[config.mk]
export PLATFORM = sky130hd
export DESIGN_NAME = gc3_div
export DESIGN_NICKNAME = d
export VERILOG_FILES = /design/src/rtl/gc3_pkg.sv /design/src/rtl/gc3_div.sv
export SDC_FILE = /design/constraint.sdc
export NUM_CORES = 1
export LEC_CHECK = 0
export BUFFER_PORTS_ARGS = -buffer_cell sky130_fd_sc_hd__buf_2
export CORE_MARGIN = 2
export CORE_UTILIZATION = 30
export CTS_BUF_LIST = sky130_fd_sc_hd__clkbuf_8
export CTS_CLUSTER_DIAMETER = 60
export CTS_CLUSTER_SIZE = 10
export DETAILED_ROUTE_END_ITERATION = 8
export GPL_TIMING_DRIVEN = 0
export SYNTH_ARGS = -nofsm -noshare
export SYNTH_HDL_FRONTEND = slang
export SYNTH_SLANG_ARGS = --single-unit
[constraint.sdc]
create_clock -name i_clk -period 3.5 [get_ports i_clk]
set_clock_uncertainty 0.2 [all_clocks]
set_input_delay 0.175 -clock i_clk [delete_from_list [all_inputs] [get_ports i_clk]]
set_output_delay 0.175 -clock i_clk [all_outputs]
set_load 0.05 [all_outputs]
[src/rtl/gc3_pkg.sv]
// Shared constants, register map and tap helper for the 3x3 gray convolution.
package gc3_pkg;
    localparam int unsigned GC3_MAX_WIDTH  = 1024;
    localparam int unsigned GC3_MAX_HEIGHT = 1024;

    localparam int unsigned ACC_W = 20;   // nine 8x8 signed products
    localparam int unsigned NUM_W = 21;   // sum plus rounding term
    localparam int unsigned ADDR_W = 5;

    localparam logic [2:0] REG_KTOP   = 3'd0;
    localparam logic [2:0] REG_KMID   = 3'd1;
    localparam logic [2:0] REG_KBOT   = 3'd2;
    localparam logic [2:0] REG_DIV    = 3'd3;
    localparam logic [2:0] REG_MODE   = 3'd4;
    localparam logic [2:0] REG_WIDTH  = 3'd5;
    localparam logic [2:0] REG_HEIGHT = 3'd6;

    localparam int unsigned MODE_ABS = 0;
    localparam int unsigned MODE_DIV = 1;
    localparam int unsigned MODE_SAT = 2;

    typedef logic signed [ACC_W-1:0] t_acc;
    typedef logic signed [NUM_W-1:0] t_num;

    function automatic logic signed [7:0] tap_of(input logic [23:0] row,
                                                 input logic [1:0] pos);
        logic [7:0] b;
        begin
            b = 8'(row >> (5'(pos) * 5'd8));
            return $signed(b);
        end
    endfunction
endpackage

[src/rtl/gc3_div.sv]
// Signed divider, truncating toward zero, one quotient bit per cycle.
module gc3_div (
    input  logic                i_clk,
    input  logic                i_rst_n,
    input  logic                i_start,
    input  gc3_pkg::t_num       i_num,
    input  logic signed [7:0]   i_den,
    output logic                o_done,
    output gc3_pkg::t_num       o_quo
);
    import gc3_pkg::*;

    localparam int unsigned CW = $clog2(NUM_W + 1);

    logic          r_busy, n_busy;
    logic [CW-1:0] r_cnt, n_cnt;
    logic [NUM_W-1:0] r_q, n_q;
    logic [8:0]    r_rem, n_rem;
    logic [7:0]    r_den, n_den;
    logic          r_neg, n_neg;
    logic          r_done, n_done;
    logic [9:0]    shifted;
    logic [7:0]    den_mag;

    always_comb begin
        n_busy = r_busy;
        n_cnt  = r_cnt;
        n_q    = r_q;
        n_rem  = r_rem;
        n_den  = r_den;
        n_neg  = r_neg;
        n_done = 1'b0;
        den_mag = i_den[7] ? 8'(-i_den) : 8'(i_den);
        shifted = {r_rem, r_q[NUM_W-1]};
        if (i_start) begin
            n_busy = 1'b1;
            n_cnt  = CW'(NUM_W);
            n_q    = i_num[NUM_W-1] ? NUM_W'(-i_num) : NUM_W'(i_num);
            n_rem  = '0;
            n_den  = den_mag;
            n_neg  = i_num[NUM_W-1] ^ i_den[7];
        end else if (r_busy) begin
            if (shifted >= {2'b00, r_den}) begin
                n_rem = 9'(shifted - {2'b00, r_den});
                n_q   = {r_q[NUM_W-2:0], 1'b1};
            end else begin
                n_rem = shifted[8:0];
                n_q   = {r_q[NUM_W-2:0], 1'b0};
            end
            n_cnt = r_cnt - 1'b1;
            if (r_cnt == CW'(1)) begin
                n_busy = 1'b0;
                n_done = 1'b1;
            end
        end
    end

    always_ff @(posedge i_clk) begin
        if (!i_rst_n) begin
            r_busy <= 1'b0;
            r_done <= 1'b0;
            r_cnt  <= '0;
        end else begin
            r_busy <= n_busy;
            r_done <= n_done;
            r_cnt  <= n_cnt;
        end
        r_q   <= n_q;
        r_rem <= n_rem;
        r_den <= n_den;
        r_neg <= n_neg;
    end

    assign o_done = r_done;
    assign o_quo  = r_neg ? t_num'(-$signed(r_q)) : t_num'($signed(r_q));
endmodule

==> metrics.cfg, run 1 <==
[worst_setup_path]
cpMostUsedCell = buf_2
slowest_stage = edfxtp_1
crit_arrival_ns = 2.87
endpoint_kind = output pin
crit_required_ns = 3.12
critPathMaxStageDelay_ns = 0.44
critical_path.max_fanout = 6
reg2reg_depth = 11
crit_type = reg -> out
crit_chain = or3_1 > or3b_1 > or4_1 > buf_2 > o41ai_2 > xnor2_1 > buf_2
critPathLaunchType = flip-flop

[final_layout]
antenna_cells = 0
drive_gt1_share_pct = 17.6
instances_no_fill = 544
nNetsFinal = 453
finalInstanceArea_um2 = 3730
area_growth_syn_to_layout_pct = 19.0
fillers = 1050

[die]
core_um2 = 10200
initial_core_util_pct = 30.6
fp.dieArea_um2 = 11300
ios = 54
dieWidth_um = 106
fp.dieH_um = 106
rows = 37

[timing]
tns_ns = 0
rsz0062_at_grt = false
finalHoldViolations = 0
finalMaxSlewViolations = 0
slew_headroom_pct = 36.7
fmaxAchievable_ghz = 0.308
worst_pin_slew_ns = 0.942
period_minus_slack_ns = 3.24
finalCritPeriodShare_pct = 92.7
setup-violations-final = 0

[cts]
cts_tree = done
numCtsBuffers = 5
clk_latency_ns = 0.31
root_buffer = clkbuf_8
clock_path_buffers = 2
cts.sinks = 46
htreeDepth = 2
path_clk_slew_ns = 0.09
cts_resized = 0

[synth]
ys_seq_elements = 46
netlist_top_cells_count = nor2_1, edfxtp_1, a21oi_1
syn_avg_cell_area_um2 = 9.13
synthArstFlopShare_pct = 0
yosys_warnings = 0
ys_types = 42
yosys.area.top_type_share_pct = 28.8
synth_edf_count = 30
synthCells = 343
yosysTopAreaCell = edfxtp_1
seq_area_frac_synth_pct = 39.0
yosysMostFrequentCell = nor2_1
synth_area_um2 = 3130
yosys-top-cells-area = edfxtp_1, dfxtp_1, xnor2_1
synth_flop_cell = edfxtp_1
synth_nets = 389

[routing]
first_pass_iters = 4
wire_per_inst_um = 13.5
drt_first_iter_violations = 110
wirelength_um = 7370
vias = 2638
ant_nets = 0
drc = 0
routed_via_density = 4.85

[global_routing]
use_met1_pct = 17.4
antenna_found_initial = 0
track_usage_pct = 13.0
grt_pass1_wl_um = 11700
met3_usage_pct = 2.15
grt_pass1_vias = 2430
gr-total-overflow = 0
grt-busiest-layer = met2
grt_max_degree = 22
met2_usage_pct = 21.6

[worst_hold_path]
min_path_type = in -> reg
min_path_cells = 2

[power_and_ir_drop]
p_per_area_nw_per_um2 = 457
leakagePower_uw = 0.00150
peakVddDrop_mv = 0.193

[placed_design]
port_buffers = 51
dp_cells = 530
detailed_place_hpwl_um = 5640
gp_congestion = 0.806
dpl-instance-area_um2 = 3560

[flow_run]
drv_cap = 0

[outcome]
outcome = complete, no violations

## timing repair
item / 4_1_cts / 5_1_grt
buffers inserted: 0 / 0
endpoints found under the hold margin: 11 / 0
hold buffers: 6 / 0
endpoints found under the setup margin: 0 / 0
## per-layer routing
layer	share of wire, %	wire length [µm]	up-vias
li1	-	-	1338
met4	0.85	63	0
met1	48	3510	1240
met3	4.2	308	6
met5	0	0	-
met2	47	3490	54
## sequential cells by signal (all words and copies together) (netlist names)
register and cells:
r_cnt 5, r_den 8, r_neg 1, o_done 1, r_busy 1, r_q 21
r_rem 9
## path summary, 6_finish.rpt
kind | start | to | slack, ns
setup / recovery | r_q[4] | o_quo[20] | 0.26
hold / removal | i_den[5] | r_den[5] | 0.02
setup reg to reg | r_q[20] | r_rem[0] | 0.46
hold reg to reg | r_rem[5] | r_rem[5] | 0.31
## stage by stage
stage | hold WS [ns] | util, % | setup WS (ns) | total power [µW]
after detailed placement | 0.200 | 34.8 | 0.451 | 1310
after global routing | 0.0264 | 36.4 | 0.118 | 1800
after global placement | 0.192 | 34.8 | 0.497 | 1300
after CTS | 0.0128 | 36.4 | 0.239 | 1720
after floorplan | 0.0739 | - | 0.684 | 1160
final | 0.0189 | 36.4 | 0.257 | 1700
## report_power, final
group / leakage, µW / total, µW / switching, µW / internal, µW
Clock: 0.0000599 / 398 / 187 / 211
Sequential: 0.000426 / 696 / 53.1 / 642
Combinational: 0.00101 / 610 / 405 / 205
## critical path, delay by kind of cell (launching register included)
family / cells / cell delay (ns)
compound gates: 1 / 0.24
xor+xnor: 1 / 0.18
buf+inv: 2 / 0.48
flops: 1 / 0.44
simple gates: 3 / 1.23
## cell type report
type	instances	area, µm²	share of cell area, %
Buffer	16	66.3	1.78
Clock buffer	5	68.8	1.85
Clock inverter	3	40.0	1.07
Inverter	20	75.1	2.01
Multi-Input combinational cell	261	1770	47.5
Sequential cell	46	1220	32.8
Tap cell	136	170	4.57
Timing Repair Buffer	57	315	8.46
## logic make-up after synthesis
kind of cell    synth area share (%)
fa+ha+maj                       5.83
mux                             2.96
buf+inv                         4.51
flops                           39.0
compound gates                  16.6
simple gates                    16.1
xor+xnor                        15.1
## layout by cell type (no fill, tap or decap), types with 11 or more instances in the layout
cell and count:
buf_2 53, nor2_1 39, edfxtp_1 30, a21oi_1 28
xor2_1 27, xnor2_1 27, nand2_1 26, inv_1 21
o21ai_0 21, dfxtp_1 16, ha_1 13, clkbuf_1 12
o31ai_1 11
No activity file was read; power rests on OpenSTA's default activity.
==> run 2, diff against run 1 <==
Settings changed: CELL_PAD_IN_SITES_DETAIL_PLACEMENT from default to 0, CELL_PAD_IN_SITES_GLOBAL_PLACEMENT from default to 1, PLACE_DENSITY_LB_ADDON from default to 0.1.
==> run 2 against run 1 <==
Routed wire length is 5.1% higher. Fmax grew 0.20%. Clock power fell by 3%.
==> metrics.cfg, run 2 (synthesized netlist as in run 1, its figures left out) <==
[final_layout]
drive_gt1_share_pct = 17.9
largest_reg_flops = 21
top_register = r_q
layout_commonest_cell = buf_2
finalInstanceArea_um2 = 3730
final_cell_mix = buf_2, nor2_1, edfxtp_1
antenna_cells = 0
area_growth_syn_to_layout_pct = 19.0
nNetsFinal = 453
largest_registers = r_q (21), r_rem (9), r_den (8)

[power_and_ir_drop]
p_per_area_nw_per_um2 = 453
peakVddDrop_mv = 0.161
leakagePower_uw = 0.00149
finalPower_uw = 1690

[timing]
finalMaxSlewViolations = 0
finalHoldViolations = 0
hold-worst-slack_ns = 0.0187
finalCritPeriodShare_pct = 92.5
slew_headroom_pct = 36.4
worst_pin_slew_ns = 0.945
setup-violations-final = 0
rsz0062_at_grt = false
period_minus_slack_ns = 3.24
fmaxAchievable_ghz = 0.309
tns_ns = 0

[routing]
first_pass_iters = 5
routed_via_density = 4.77
drc = 0
ant_nets = 0
wire_per_inst_um = 14.2
vias = 2594
drt_first_iter_violations = 123
wirelength_um = 7750

[worst_setup_path]
reg2reg_depth = 11
endpoint_kind = output pin
crit_required_ns = 3.12
critPathLaunchType = flip-flop
crit_arrival_ns = 2.86
r2r_end = r_rem[0]
rr_startpoint = r_q[20]
crit_type = reg -> out
r2r_slack_ns = 0.45
critical_path.max_fanout = 6

[placed_design]
detailed_place_hpwl_um = 5850
gp_congestion = 0.718
port_buffers = 51
dpl-instance-area_um2 = 3560

[worst_hold_path]
min_path_cells = 2
min_from = i_den[2]
min_to = r_den[2]
min_path_type = in -> reg

[cts]
clock_path_buffers = 2
numCtsBuffers = 5
cts.sinks = 46
root_buffer = clkbuf_8
cts_tree = done
clk_latency_ns = 0.30
htreeDepth = 2
path_clk_slew_ns = 0.09
cts_resized = 0

[die]
initial_core_util_pct = 30.6
fp.dieH_um = 106
dieWidth_um = 106
ios = 54
fp.dieArea_um2 = 11300
rows = 37
core_um2 = 10200

[global_routing]
grt_max_degree = 22
antenna_found_initial = 0
track_usage_pct = 14.1
grt_pass1_wl_um = 12500
grt_pass1_vias = 2457
gr-total-overflow = 0

[flow_run]
drv_cap = 0

[outcome]
outcome = complete, no violations

[run 2: cell types whose count changed in the layout (fill, tap and decap cells not counted), sizes merged]
| cell | previous run | this run |
|---|---|---|
| bufinv | 1 | 0 |
| clkbuf | 17 | 20 |
| inv | 22 | 20 |
[run 2: layer usage]
metal  GRT usage, %  part of all wire, %
met1           19.7                   50
met2           22.8                   46
met3           2.27                  4.0
met4           3.67                 0.52
met5              0                    0
[run 2: final cells by class]
class,count,area (µm²)
plain buffers,16,66.3
clock buffers,8,110
fillers,1110,6500
inverters,20,75.1
multi-input cells,261,1770
flip-flops and latches,46,1220
well taps,136,170
repair buffers,57,315
[run 2: repair_timing]
| action | in CTS | in global routing |
|---|---|---|
| hold buffers | 6 | 0 |
| hold endpoints to repair | 12 | 0 |
| setup buffers | 0 | 0 |
[run 2: through the flow]
step                setup WS [ns]  instances  utilization, %
finish                      0.263        544            36.4
global route               0.0979        544            36.4
CTS                         0.214        544            36.4
detailed placement          0.444        530            34.8
global placement            0.462        530            34.8
floorplan                   0.684        343               -
[run 2: where the power goes]
part           leakage, µW  total [µW]  switching (µW)  internal, µW
Sequential        0.000426         693            50.5           642
Clock            0.0000575         386             186           200
Combinational      0.00101         612             406           206
[run 2: worst max-delay path by stage]
stage                     end  slack, ns  depth (start not counted)  startpoint
CTS                 o_quo[20]       0.21                          7      r_q[4]
global placement     r_rem[0]       0.46                         11     r_q[20]
global route        o_quo[18]        0.1                          7      r_q[4]
finish              o_quo[16]       0.26                          7      r_q[4]
floorplan            r_rem[0]       0.68                         11     r_q[20]
detailed placement   r_rem[0]       0.44                         11     r_q[20]
[run 2: worst max-delay path: stages (launching register included)]
cell	delay, ns
edfxtp_1	0.44
or3_1	0.41
or3b_1	0.40
or4_1	0.39
buf_2	0.19
o31ai_1	0.25
xnor2_1	0.18
buf_2	0.30
